$ cat config.mk
export PLATFORM = sky130hd
export DESIGN_NAME = substring_count_non_overlapping_core
export DESIGN_NICKNAME = d
export VERILOG_FILES = /design/src/rtl/sncnt_pkg.sv /design/src/rtl/substring_count_non_overlapping_core.sv /design/src/rtl/sncnt_cell.sv
export SDC_FILE = /design/constraint.sdc
export NUM_CORES = 1
export LEC_CHECK = 0
export ABC_AREA = 1
export BUFFER_PORTS_ARGS = -buffer_cell sky130_fd_sc_hd__buf_2
export CORE_ASPECT_RATIO = 1.4
export CORE_UTILIZATION = 60
export CTS_CLUSTER_SIZE = 20
export DETAILED_ROUTE_END_ITERATION = 8
export PLACE_DENSITY = 0.77
export SETUP_SLACK_MARGIN = 0.2
export SYNTH_ARGS = -nofsm -noshare
export SYNTH_HDL_FRONTEND = slang
export SYNTH_SLANG_ARGS = --single-unit
$ cat constraint.sdc
create_clock -name clk -period 6.4 [get_ports clk]
set_clock_uncertainty 0.2 [all_clocks]
set_input_delay 0.32 -clock clk [delete_from_list [all_inputs] [get_ports clk]]
set_output_delay 0.32 -clock clk [all_outputs]
set_load 0.02 [all_outputs]
$ cat src/rtl/sncnt_pkg.sv
// Types and codes shared by the non-overlapping substring counter.
package sncnt_pkg;

    localparam int CMD_W   = 2;
    localparam int BYTE_W  = 8;
    localparam int INDEX_W = 5;
    localparam int LEN_W   = 6;
    localparam int COUNT_W = 32;

    localparam logic [CMD_W-1:0] CMD_LOAD = 2'd0;
    localparam logic [CMD_W-1:0] CMD_TEXT = 2'd1;
    localparam logic [CMD_W-1:0] CMD_END  = 2'd2;

    typedef struct packed {
        logic [CMD_W-1:0]   command;
        logic [BYTE_W-1:0]  data_byte;
        logic [INDEX_W-1:0] pattern_index;
    } in_t;

    typedef struct packed {
        logic [COUNT_W-1:0] match_count;
        logic               empty_pattern;
    } out_t;

    typedef struct packed {
        logic shift;
        logic clear;
        logic rotate;
    } cell_ctl_t;

endpackage

$ cat src/rtl/substring_count_non_overlapping_core.sv
// Top level of the non-overlapping substring counter.
// Takes one word per cycle while in_ready is high: pattern loads, text bytes and end
// commands all go at full rate, and each text byte is compared against the whole window in
// the cycle it arrives. A chain of MAX_PATTERN cells holds the text window and the pattern,
// the pattern kept aligned to pattern_length as a ring. After a pattern_length write the
// ring turns one place per cycle until it lines up, and in_ready stays low meanwhile.
// Results go through a two-entry output queue; input keeps flowing while one count waits.
module substring_count_non_overlapping_core #(
    parameter int MAX_PATTERN = 32
) (
    input  logic                        clk,
    input  logic                        rst_n,
    input  logic                        cfg_we,
    input  logic [sncnt_pkg::LEN_W-1:0] cfg_wdata,
    input  logic                        in_valid,
    output logic                        in_ready,
    input  sncnt_pkg::in_t              in_data,
    output logic                        out_valid,
    input  logic                        out_ready,
    output sncnt_pkg::out_t             out_data
);
    import sncnt_pkg::*;

    localparam int IW = (MAX_PATTERN > 1) ? $clog2(MAX_PATTERN) : 1;
    localparam int LW = $clog2(MAX_PATTERN + 1);

    logic [LEN_W-1:0]   cfg_len_reg;
    logic [IW-1:0]      rot_reg;
    logic [IW-1:0]      rot_next;
    logic [IW-1:0]      rot_target;
    logic [LW-1:0]      bytes_seen_reg;
    logic [LW-1:0]      bytes_seen_next;
    logic [LW-1:0]      blocked_reg;
    logic [LW-1:0]      blocked_next;
    logic [COUNT_W-1:0] count_reg;
    logic [COUNT_W-1:0] count_next;
    logic               out_valid_reg;
    logic               out_valid_next;
    out_t               out_data_reg;
    out_t               out_data_next;
    logic               skid_valid_reg;
    logic               skid_valid_next;
    out_t               skid_data_reg;
    out_t               skid_data_next;

    logic [LW-1:0]      leff;
    logic               rotating;
    logic               accept;
    logic               load_en;
    logic               text_en;
    logic               end_en;
    logic               hit;
    logic               all_eq;
    int                 diff;
    logic [IW-1:0]      load_addr;
    cell_ctl_t          ctl;
    out_t               res;

    logic [BYTE_W-1:0]      text_q [MAX_PATTERN];
    logic [BYTE_W-1:0]      pat_q  [MAX_PATTERN];
    logic [MAX_PATTERN-1:0] eq;
    logic [MAX_PATTERN-1:0] care;
    logic [MAX_PATTERN-1:0] load;

    assign leff = (int'(cfg_len_reg) > MAX_PATTERN) ? LW'(MAX_PATTERN) : LW'(cfg_len_reg);
    assign rot_target = (leff == '0) ? IW'(MAX_PATTERN - 1) : IW'(leff - 1'b1);
    assign rotating   = (rot_reg != rot_target);
    assign rot_next   = (rot_reg == IW'(MAX_PATTERN - 1)) ? '0 : rot_reg + 1'b1;

    assign in_ready = !rotating && !skid_valid_reg;
    assign accept   = in_valid && in_ready;

    always_comb
    begin
        load_en = 1'b0;
        text_en = 1'b0;
        end_en  = 1'b0;
        unique case (in_data.command)
            CMD_LOAD: load_en = accept && (int'(in_data.pattern_index) < MAX_PATTERN);
            CMD_TEXT: text_en = accept;
            CMD_END:  end_en  = accept;
            default:  ;
        endcase
    end

    always_comb
    begin
        diff = int'(rot_reg) - int'(in_data.pattern_index);
        if (diff < 0)
        begin
            diff = diff + MAX_PATTERN;
        end
        load_addr = IW'(diff);
    end

    assign ctl.shift  = text_en;
    assign ctl.clear  = end_en;
    assign ctl.rotate = rotating;

    for (genvar k = 0; k < MAX_PATTERN; k++)
    begin : g_cell
        logic [BYTE_W-1:0] text_in;
        logic [BYTE_W-1:0] pat_in;

        if (k == 0)
        begin : g_head
            assign text_in = in_data.data_byte;
            assign pat_in  = pat_q[MAX_PATTERN-1];
        end
        else
        begin : g_body
            assign text_in = text_q[k-1];
            assign pat_in  = pat_q[k-1];
        end

        assign load[k] = load_en && (load_addr == IW'(k));
        assign care[k] = (k < int'(leff));

        sncnt_cell u_cell (
            .clk       (clk),
            .rst_n     (rst_n),
            .ctl       (ctl),
            .load      (load[k]),
            .load_byte (in_data.data_byte),
            .text_in   (text_in),
            .pat_in    (pat_in),
            .text_q    (text_q[k]),
            .pat_q     (pat_q[k]),
            .eq        (eq[k])
        );
    end

    assign all_eq = &(eq | ~care);

    assign bytes_seen_next = (bytes_seen_reg < LW'(MAX_PATTERN)) ?
                             bytes_seen_reg + 1'b1 : bytes_seen_reg;
    assign hit = (leff != '0) && (blocked_reg == '0) &&
                 (bytes_seen_next >= leff) && all_eq;

    always_comb
    begin
        blocked_next = blocked_reg;
        count_next   = count_reg;
        if (end_en)
        begin
            blocked_next = '0;
            count_next   = '0;
        end
        else if (text_en && (leff != '0))
        begin
            if (blocked_reg != '0)
            begin
                blocked_next = blocked_reg - 1'b1;
            end
            else if (hit)
            begin
                blocked_next = leff - 1'b1;
                if (count_reg != '1)
                begin
                    count_next = count_reg + 1'b1;
                end
            end
        end
    end

    assign res.match_count   = (leff == '0) ? '0 : count_reg;
    assign res.empty_pattern = (leff == '0);

    always_comb
    begin
        out_valid_next  = out_valid_reg;
        out_data_next   = out_data_reg;
        skid_valid_next = skid_valid_reg;
        skid_data_next  = skid_data_reg;
        if (!out_valid_reg || out_ready)
        begin
            if (skid_valid_reg)
            begin
                out_valid_next  = 1'b1;
                out_data_next   = skid_data_reg;
                skid_valid_next = end_en;
                skid_data_next  = res;
            end
            else
            begin
                out_valid_next = end_en;
                out_data_next  = res;
            end
        end
        else if (end_en)
        begin
            skid_valid_next = 1'b1;
            skid_data_next  = res;
        end
    end

    always_ff @(posedge clk or negedge rst_n)
    begin
        if (!rst_n)
        begin
            cfg_len_reg    <= '0;
            rot_reg        <= IW'(MAX_PATTERN - 1);
            bytes_seen_reg <= '0;
            blocked_reg    <= '0;
            count_reg      <= '0;
            out_valid_reg  <= 1'b0;
            skid_valid_reg <= 1'b0;
        end
        else
        begin
            if (cfg_we)
            begin
                cfg_len_reg <= cfg_wdata;
            end
            if (rotating)
            begin
                rot_reg <= rot_next;
            end
            if (end_en)
            begin
                bytes_seen_reg <= '0;
            end
            else if (text_en)
            begin
                bytes_seen_reg <= bytes_seen_next;
            end
            blocked_reg    <= blocked_next;
            count_reg      <= count_next;
            out_valid_reg  <= out_valid_next;
            skid_valid_reg <= skid_valid_next;
        end
    end

    always_ff @(posedge clk)
    begin
        out_data_reg  <= out_data_next;
        skid_data_reg <= skid_data_next;
    end

    assign out_valid = out_valid_reg;
    assign out_data  = out_data_reg;

`ifndef SYNTHESIS
    a_no_accept_while_rotating: assert property (@(posedge clk) disable iff (!rst_n)
        rotating |-> !in_ready)
        else $error("word accepted while pattern ring is turning");

    a_skid_behind_out: assert property (@(posedge clk) disable iff (!rst_n)
        skid_valid_reg |-> out_valid_reg)
        else $error("skid entry without output entry");

    a_count_saturates: assert property (@(posedge clk) disable iff (!rst_n)
        (count_reg == '1) && !end_en |=> (count_reg == '1))
        else $error("match count wrapped");

    a_blocked_bound: assert property (@(posedge clk) disable iff (!rst_n)
        int'(blocked_reg) < MAX_PATTERN)
        else $error("blocked byte count out of range");

    a_end_clears: assert property (@(posedge clk) disable iff (!rst_n)
        end_en |=> (count_reg == '0) && (bytes_seen_reg == '0) && (blocked_reg == '0))
        else $error("end command did not clear text state");
`endif

endmodule

$ cat src/rtl/sncnt_cell.sv
// Chain cell: a text window byte, a pattern byte, eq of text_in and pattern.
module sncnt_cell (
    input  logic                       clk,
    input  logic                       rst_n,
    input  sncnt_pkg::cell_ctl_t       ctl,
    input  logic                       load,
    input  logic [sncnt_pkg::BYTE_W-1:0] load_byte,
    input  logic [sncnt_pkg::BYTE_W-1:0] text_in,
    input  logic [sncnt_pkg::BYTE_W-1:0] pat_in,
    output logic [sncnt_pkg::BYTE_W-1:0] text_q,
    output logic [sncnt_pkg::BYTE_W-1:0] pat_q,
    output logic                       eq
);
    import sncnt_pkg::*;

    logic [BYTE_W-1:0] text_reg;
    logic [BYTE_W-1:0] text_next;
    logic [BYTE_W-1:0] pat_reg;
    logic [BYTE_W-1:0] pat_next;

    always_comb
    begin
        text_next = text_reg;
        if (ctl.clear)
        begin
            text_next = '0;
        end
        else if (ctl.shift)
        begin
            text_next = text_in;
        end
    end

    always_comb
    begin
        pat_next = pat_reg;
        if (load)
        begin
            pat_next = load_byte;
        end
        else if (ctl.rotate)
        begin
            pat_next = pat_in;
        end
    end

    always_ff @(posedge clk or negedge rst_n)
    begin
        if (!rst_n)
        begin
            text_reg <= '0;
        end
        else
        begin
            text_reg <= text_next;
        end
    end

    always_ff @(posedge clk)
    begin
        pat_reg <= pat_next;
    end

    assign text_q = text_reg;
    assign pat_q  = pat_reg;
    assign eq     = (text_in == pat_reg);

endmodule

==> impl_metrics.ini, run 1 <==
[outcome]
status = finished clean

[final_layout]
multiInputGateArea_um2 = 10800
drive_above_1_share = 0.0708
largest_reg_flops = 256
seqCellArea_um2 = 17300
finish.instance_area_um2 = 33200
num-nets-final = 3312
area_growth_pct = 9.26
fill_cells = 3897

[sta]
hold_viol = 0
grt_setup_unrepaired = no
worstMarginPinSlew_ns = 1.18
maxSlewHeadroom = 0.215
fin_crit_ns = 4.81
timing.hold.ws_ns = 0.0469
fin_ws_ns = 1.59
setup_violations = 0
drv_slew = 0
max_freq_mhz = 208
fin_tns_setup_ns = 0
period_share = 0.752

[die]
core_um2 = 50000
die_w_um = 192
initial_core_util = 0.607
io_pins = 61
die-area_um2 = 51500
rows = 97
fp.dieH_um = 268

[cts]
cts-resized-gates = 0
clock_latency_ns = 0.64
cts_buffers = 59
htree_levels = 2
cts.clk_slew.worst_paths_ns = 0.06
clock_tree.buffer_depth = 3
tritoncts = yes
root_buffer = clkbuf_16
ctsHoldBuffers = 22
cts_num_sinks = 627
post_cts_buffers = 0

[global_routing]
grt_busiest_layer = met2
antenna_found_initial = 2
grt_use_met2 = 0.573
grt_max_degree = 163
grt_pass1_vias = 23131
met3_usage = 0.0457
use_met1 = 0.368
grt_pass1_wl_um = 125000
grt.overflow.total = 0
grt.total_usage = 0.316

[min_path]
min_path_type = in -> reg

[synth]
yosysTopAreaCell = edfxtp_1
netlist_area_um2 = 30300
netlist_instances = 3254
async_flop_share = 0.486
ys_ff_latch = 627
synth-edff-count = 322
yosys.area.top_type_share = 0.319
synth.most_common_cell = nand2_1
yosysWarnings = 0
synthTopCellsByCount = nand2_1, inv_1, edfxtp_1, dfrtp_1, o22ai_1
ys_types = 46
syn-num-nets = 3300
seq_area_frac_synth = 0.570
synthTopCellsByArea = edfxtp_1, dfrtp_1, nand2_1, xnor2_1, inv_1
avgSynthCellArea_um2 = 9.33
ys.flop_type = edfxtp_1

[power_and_ir_drop]
vdd_drop_max_v = 0.000376
p_total_mw = 15.7
p_per_area_nw_per_um2 = 474
p_leak_nw = 15.5

[job]
drv_cap = 0

[setup_path]
critPathMaxStageDelay_ns = 0.75
path_cells = inv_4 > nand2_1 > ha_1 > inv_1 > nor2_2 > nand2_4 > nand3_1 > nand2_1 > nor2_2 > nand3_2 > nor2_4 > nand3_4 > nand2_4 > buf_4 > o22ai_1
worst_path_dominant_cell_family = simple AND/OR/NAND/NOR gates
criticalPathCategory = reg -> reg
end_kind = flip-flop
cp_max_fo = 55
required_ns = 6.66
cp-start-kind = flip-flop
critPathArrivalTime_ns = 5.07
cp_num_buf_inv = 3
crit_slowest_cell = nand2_4

[routing]
drtIter0Drc = 1817
drc = 0
vias_per_cell = 5.79
via_count = 22939
routedWlPerCell_um = 20.2
firstDrtPassIters = 6
drtAntennaViolNets = 0
finalWirelength_um = 80000

[place]
finalWeightedCongestion = 0.969
pre_cts_ws_ns = 1.64
port_buffers = 60
dpl_cell_area_um2 = 31000
dp_hpwl_um = 54500
## routing by layer
metal  routed length, um  vias up
li1                    -    10700
met1               29500    11108
met4                3630        2
met5                  15        -
met3                4960      217
met2               41900      912
## layout by cell type, fill, tap and decap left out, types with 5 or more instances in the layout
cell           count
xnor2_1          232
or2_2              6
clkbuf_16         62
inv_2             11
nor2_1           177
buf_2             59
o21ai_1          161
o21ai_0          129
inv_1            411
edfxtp_1         322
nor3_1            22
nand2_1          868
buf_4             14
nand3_1           40
dfstp_2            5
nand4_1           48
o22ai_1          244
nor4_1             6
xor2_1            40
clkinv_2          14
clkbuf_8           6
a21oi_1           14
dfrtp_1          300
clkbuf_1          14
ha_1              19
nand2_4           23
dlygate4sd3_1     22
## power breakdown
| part | internal (mW) | switching, mW |
|---|---|---|
| clock network | 2.02 | 1.59 |
| logic | 2.00 | 2.59 |
| registers | 6.19 | 1.32 |
## worst reg2reg max path, cell delays in order, from the launching register on
cell and delay, ns:
dfrtp_1 0.47, inv_4 0.10, nand2_1 0.21, ha_1 0.30, inv_1 0.14, nor2_2 0.22
nand2_4 0.12, nand3_1 0.09, nand2_1 0.06, nor2_2 0.14, nand3_2 0.27, nor2_4 0.23
nand3_4 0.56, nand2_4 0.76, buf_4 0.59, o22ai_1 0.19
## worst paths after layout
path / startpoint / to / depth (start not counted) / slack, ns
max: cfg_len_reg[5]$_DFFE_PN0P_ / g_cell[15].u_cell.text_q[2]$_DFFE_PN0P_ / 15 / 1.59
min: in_data[13] / bytes_seen_reg[3]$_DFFE_PN0P_ / 5 / 0.05
max reg2reg: cfg_len_reg[5]$_DFFE_PN0P_ / g_cell[15].u_cell.text_q[2]$_DFFE_PN0P_ / 15 / 1.59
min reg2reg: count_reg[7]$_DFFE_PN0P_ / count_reg[7]$_DFFE_PN0P_ / 2 / 0.31
max in group asynchronous: rst_n / g_cell[9].u_cell.text_q[4]$_DFFE_PN0P_ / 3 / 4.46
min in group asynchronous: rst_n / g_cell[24].u_cell.text_q[3]$_DFFE_PN0P_ / 2 / 0.08
## metrics by stage
stage,cells,utilization
after floorplan,3254,-
after global placement,3826,0.619
after global routing,3960,0.663
after CTS,3960,0.663
final,3961,0.663
after detailed placement,3826,0.619
## logic make-up after synthesis
group,Yosys count,synth area share
AO/OA/AOI/OAI,557,0.103
AND/OR/NAND/NOR,1206,0.165
XOR/XNOR,272,0.0785
buffers and inverters,571,0.0747
multiplexers,1,0.000371
adder cells (fa/ha/maj),20,0.00849
flip-flops,627,0.570
## area by class of cell
type / instances / area share
diodes: 1 / 0.0000755
clock buffers: 82 / 0.0509
clock inverters: 30 / 0.00887
inverters: 424 / 0.0481
multi-input cells: 2056 / 0.325
flip-flops and latches: 627 / 0.522
well taps: 643 / 0.0243
repair buffers: 98 / 0.0204
(Power assumes the default switching activity.)
==> run 2: changes to the inputs <==
==> constraint.sdc (replaced) <==
create_clock -name clk -period 4.43 [get_ports clk]
set_clock_uncertainty 0.2 [all_clocks]
set_input_delay 0.2215 -clock clk [delete_from_list [all_inputs] [get_ports clk]]
set_output_delay 0.2215 -clock clk [all_outputs]
set_load 0.02 [all_outputs]
==> run 2 against run 1 <==
Sequential share of layout area down 0.67 points. Via count up 0.37%. Maximum frequency up 21%. Total power up 46%. Combinational power up 45%. Utilization up 0.86 points. Critical path depth up 2. Final cell count up 0.61%. Sequential cell count unchanged. Global-route usage down 0.52 points.
==> impl_metrics.ini, run 2 (synthesis gave the netlist of run 1 again) <==
[final_layout]
num-nets-final = 3337
largest_reg_flops = 256
area_growth_pct = 10.7
fin_cells = 3985
fill_cells = 3807
fin_util = 0.672
finish.instance_area_um2 = 33600
layout_common_cells = nand2_1, inv_1, edfxtp_1
drive_above_1_share = 0.0784
final_common_cell = nand2_1

[die]
die_w_um = 192
die-area_um2 = 51500
core_um2 = 50000
fp.dieH_um = 268
rows = 97
io_pins = 61
initial_core_util = 0.607

[setup_path]
required_ns = 4.55
end_kind = flip-flop
cp-start-kind = flip-flop
critPathArrivalTime_ns = 4.09
cp_max_fo = 17
criticalPathCategory = reg -> reg

[place]
port_buffers = 60
finalWeightedCongestion = 0.959
place_inst = 3849
pre_cts_ws_ns = 0.357
dp_hpwl_um = 54300
dpl_cell_area_um2 = 31200

[global_routing]
grt_pass1_wl_um = 123000
antenna_found_initial = 1
grt_pass1_vias = 23087
grt_max_degree = 261
grt.overflow.total = 0
grt.total_usage = 0.311

[cts]
clock_tree.buffer_depth = 3
cts_num_sinks = 627
tritoncts = yes
cts_buffers = 58
cts.clk_slew.worst_paths_ns = 0.06
root_buffer = clkbuf_16
clock_latency_ns = 0.64
htree_levels = 2

[sta]
max_freq_mhz = 252
setup_violations = 0
grt_setup_unrepaired = no
fin_ws_ns = 0.463
drv_slew = 0
worstMarginPinSlew_ns = 1.31
period_share = 0.895
fin_tns_setup_ns = 0
hold_viol = 0
maxSlewHeadroom = 0.127
fin_crit_ns = 3.97
timing.hold.ws_ns = 0.0187

[routing]
finalWirelength_um = 78900
via_count = 23025
routedWlPerCell_um = 19.8
firstDrtPassIters = 5
vias_per_cell = 5.78
drc = 0
drtIter0Drc = 1722
drtAntennaViolNets = 0

[power_and_ir_drop]
p_sw_mw = 7.84
p_leak_nw = 15.7
p_int_mw = 15.1
p_total_mw = 22.9
power_frac_seq = 0.471
vdd_drop_max_v = 0.000488
p_per_area_nw_per_um2 = 683
clock_power_share = 0.239
switching_share = 0.342
comb_power_share = 0.291

[job]
drv_cap = 0

[min_path]
min_path_type = in -> async

[outcome]
status = finished clean
run 2: cell types whose count changed in the layout (fill, tap and decap cells not counted), sizes merged:
cell / previous run / this run
buf: 76 / 102
bufinv: 4 / 9
inv: 428 / 421
clkinv: 21 / 26
clkinvlp: 1 / 3
clkbuf: 82 / 75
run 2: layout make-up:
cell class	instances	area [um2]	area share
clock inverter	35	440	0.0131
sequential	627	17300	0.515
timing repair buffer	124	946	0.0282
tap	643	805	0.0240
antenna	1	2.50	0.0000745
clock buffer	75	1680	0.0500
multi-input combinational	2056	10800	0.322
inverter	424	1590	0.0475
run 2: power groups by stage:
stage / Clock (mW) / Sequential (mW) / Combinational, mW
final: 5.48 / 10.8 / 6.67
after global placement: 0 / 10.7 / 6.25
after CTS: 5.53 / 10.8 / 6.63
after global routing: 5.74 / 11.0 / 7.46
after floorplan: 0 / 10.3 / 5.07
after detailed placement: 0 / 10.8 / 6.53
run 2: repair_timing:
item / CTS / global route
endpoints found under the setup margin: 0 / 140
hold buffers: 22 / 0
setup buffers: 0 / 3
resized for setup: 0 / 7
hold endpoints to repair: 110 / 0
run 2: path summary, 6_finish.rpt:
kind / start / end / slack [ns] / depth (start not counted)
worst max-delay path: cfg_len_reg[5]$_DFFE_PN0P_ / g_cell[4].u_cell.pat_q[4]$_DFFE_PP_ / 0.46 / 17
worst min-delay path: rst_n / g_cell[23].u_cell.text_q[5]$_DFFE_PN0P_ / 0.02 / 2
min in group clk: in_data[13] / bytes_seen_reg[1]$_DFFE_PN0P_ / 0.08 / 5
worst max register to register: cfg_len_reg[5]$_DFFE_PN0P_ / g_cell[4].u_cell.pat_q[4]$_DFFE_PP_ / 0.46 / 17
worst min register to register: count_reg[16]$_DFFE_PN0P_ / count_reg[16]$_DFFE_PN0P_ / 0.30 / 2
max in group asynchronous: rst_n / g_cell[0].u_cell.text_q[4]$_DFFE_PN0P_ / 2.93 / 3
run 2: routing by layer:
layer  vias up  routed length [um]  track usage
met1     11155               28700        0.351
met5         -                   0            0
met3       260                4560       0.0464
met4         0                4210        0.152
met2       850               41400        0.568
li1      10760                   -            -
run 2: critical path: stages, from the launching register on:
cell and delay [ns]:
dfrtp_1 0.45, inv_4 0.13, nand2_1 0.13, ha_1 0.24, inv_1 0.16, nor2_2 0.09
nand2_4 0.14, nand2_1 0.06, nand2_1 0.06, nand2_1 0.06, nor2_2 0.13, nand3_2 0.12
nor3_4 0.27, nand3_2 0.23, nor2_4 0.13, buf_4 0.32, nand2_1 0.39, nand2_2 0.34
==> run 3: changes to the inputs <==
==> constraint.sdc (replaced) <==
create_clock -name clk -period 3.8 [get_ports clk]
set_clock_uncertainty 0.2 [all_clocks]
set_input_delay 0.19 -clock clk [delete_from_list [all_inputs] [get_ports clk]]
set_output_delay 0.19 -clock clk [all_outputs]
set_load 0.02 [all_outputs]
==> run 3 against run 2 <==
Critical path depth unchanged. Final cell count is 0.60% higher. Total power up 16%. Highest routed layer is now met5. Count of clock-buffer cells in the layout grew 7. Critical path type unchanged. Cell area rose by 0.66%. Critical endpoint is now g_cell[23].u_cell.pat_q[5]$_DFFE_PP_. Maximum frequency up 16%.
==> impl_metrics.ini, run 3 (synthesis gave the netlist of run 1 again) <==
[outcome]
status = finished clean

[setup_path]
cp-startpoint = cfg_len_reg[5]$_DFFE_PN0P_
path_cells = inv_4 > nand2_1 > ha_2 > inv_2 > nand2_1 > nand2_1 > nand2_1 > nand2_1 > nand2_1 > nor2_2 > nand3_2 > nor3_4 > nand3_4 > nor2_4 > buf_4 > nand2_4 > nand2_1
end_kind = flip-flop
critPathMaxStageDelay_ns = 0.41
r2r-end = g_cell[23].u_cell.pat_q[5]$_DFFE_PP_
cp_max_fo = 17
reg2reg_from = cfg_len_reg[5]$_DFFE_PN0P_
criticalPathCategory = reg -> reg
cp_num_buf_inv = 3
cp-start-kind = flip-flop
critPathArrivalTime_ns = 3.49
worst_path_dominant_cell_family = simple AND/OR/NAND/NOR gates
reg2reg_depth = 17
crit_top_cell = nand2_1
required_ns = 3.88
crit_slowest_cell = dfrtp_1
reg2reg_slack_ns = 0.39

[min_path]
min_path_type = in -> reg
hold_path_depth = 4
min_to = out_valid$_DFFE_PN0N_
min_from = out_ready

[sta]
grt_setup_unrepaired = yes
worstMarginPinSlew_ns = 0.943
maxSlewHeadroom = 0.371
fin_tns_setup_ns = 0
max_freq_mhz = 293
fin_crit_ns = 3.41
drv_slew = 0
period_share = 0.898
hold_viol = 0
timing.hold.ws_ns = 0.0314
setup_violations = 0

[cts]
root_buffer = clkbuf_16
htree_levels = 2
clock_tree.buffer_depth = 3
cts_buffers = 59
cts_num_sinks = 627
cts.clk_slew.worst_paths_ns = 0.07
tritoncts = yes
clock_latency_ns = 0.63

[power_and_ir_drop]
p_leak_nw = 15.8
vdd_drop_max_v = 0.000633
p_total_mw = 26.7
p_per_area_nw_per_um2 = 788

[place]
place_inst = 3865
finalWeightedCongestion = 0.988
port_buffers = 60
dpl_cell_area_um2 = 31300
dp_hpwl_um = 54900

[die]
die-area_um2 = 51500
core_um2 = 50000
io_pins = 61
rows = 97
initial_core_util = 0.607
fp.dieH_um = 268
die_w_um = 192

[global_routing]
antenna_found_initial = 2
grt.overflow.total = 0
grt_pass1_vias = 23113
grt_busiest_layer = met2
grt_use_met2 = 0.554
grt_pass1_wl_um = 123000
grt.total_usage = 0.311
use_met1 = 0.355
grt_max_degree = 175
met3_usage = 0.0451

[final_layout]
multiInputGateArea_um2 = 10900
seqCellArea_um2 = 17300
area_growth_pct = 11.4
final_common_cell = nand2_1
num-nets-final = 3361
fill_cells = 3775
drive_above_1_share = 0.0895
layout_common_cells = nand2_1, inv_1, edfxtp_1
fin_cells = 4009
largest_reg_flops = 256
finish.instance_area_um2 = 33800

[routing]
drtIter0Drc = 1620
drtAntennaViolNets = 0
via_count = 23080
routedWlPerCell_um = 19.7
firstDrtPassIters = 5
finalWirelength_um = 79000
drc = 0
vias_per_cell = 5.76

[job]
drv_cap = 0
[run 3: cell types whose count changed in the layout (fill, tap and decap cells not counted), moves of 6 or more]
cell      previous run  this run
nand2_2             10        24
clkbuf_1             5        12
buf_4               34        50
buf_6                0         6
nand2_1            861       844
[run 3: final cells by class]
type,instances,area share
flip-flops and latches,627,0.512
multi-input cells,2056,0.323
clock buffers,82,0.0515
inverters,424,0.0472
repair buffers,147,0.0337
well taps,643,0.0238
clock inverters,29,0.00925
diodes,1,0.0000740
[run 3: worst min-delay path: cells and delay by family]
family                 cells  cell delay, ns
buffers and inverters      2            0.36
AND/OR/NAND/NOR            2            0.26
[run 3: how the worst max path moves through the flow]
stage	to	cells after the start	slack, ns
6_report	g_cell[23].u_cell.pat_q[5]$_DFFE_PP_	17	0.39
5_1_grt	g_cell[15].u_cell.pat_q[5]$_DFFE_PP_	17	0.16
4_1_cts	g_cell[13].u_cell.pat_q[4]$_DFFE_PP_	17	0.20
3_5_place_dp	g_cell[31].u_cell.pat_q[0]$_DFFE_PP_	18	0.03
3_3_place_gp	g_cell[31].u_cell.pat_q[0]$_DFFE_PP_	18	0.18
2_1_floorplan	skid_data_reg[0]$_DFFE_PP_	15	0.21
[run 3: through the flow]
step,setup slack [ns],util
finish,0.389,0.676
global route,0.162,0.676
CTS,0.200,0.673
detailed placement,0.0322,0.627
global placement,0.183,0.627
floorplan,0.210,-
[run 3: what timing repair did]
action	in CTS	in global routing
endpoints found under the setup margin	92	568
hold buffers	22	0
resized for setup	6	33
setup buffers	2	7
hold endpoints to repair	106	0
cloned	0	1
pin swaps	1	4
[run 3: layer usage]
| layer | routed length [um] | vias up |
|---|---|---|
| li1 | - | 10794 |
| met1 | 28300 | 11028 |
| met2 | 40500 | 987 |
| met3 | 5220 | 269 |
| met4 | 4920 | 2 |
| met5 | 16 | - |
[run 3: report_power, final]
part	internal (mW)	total (mW)	switching [mW]
sequential	10.4	12.7	2.25
clock	3.61	6.21	2.60
combinational	3.44	7.77	4.33
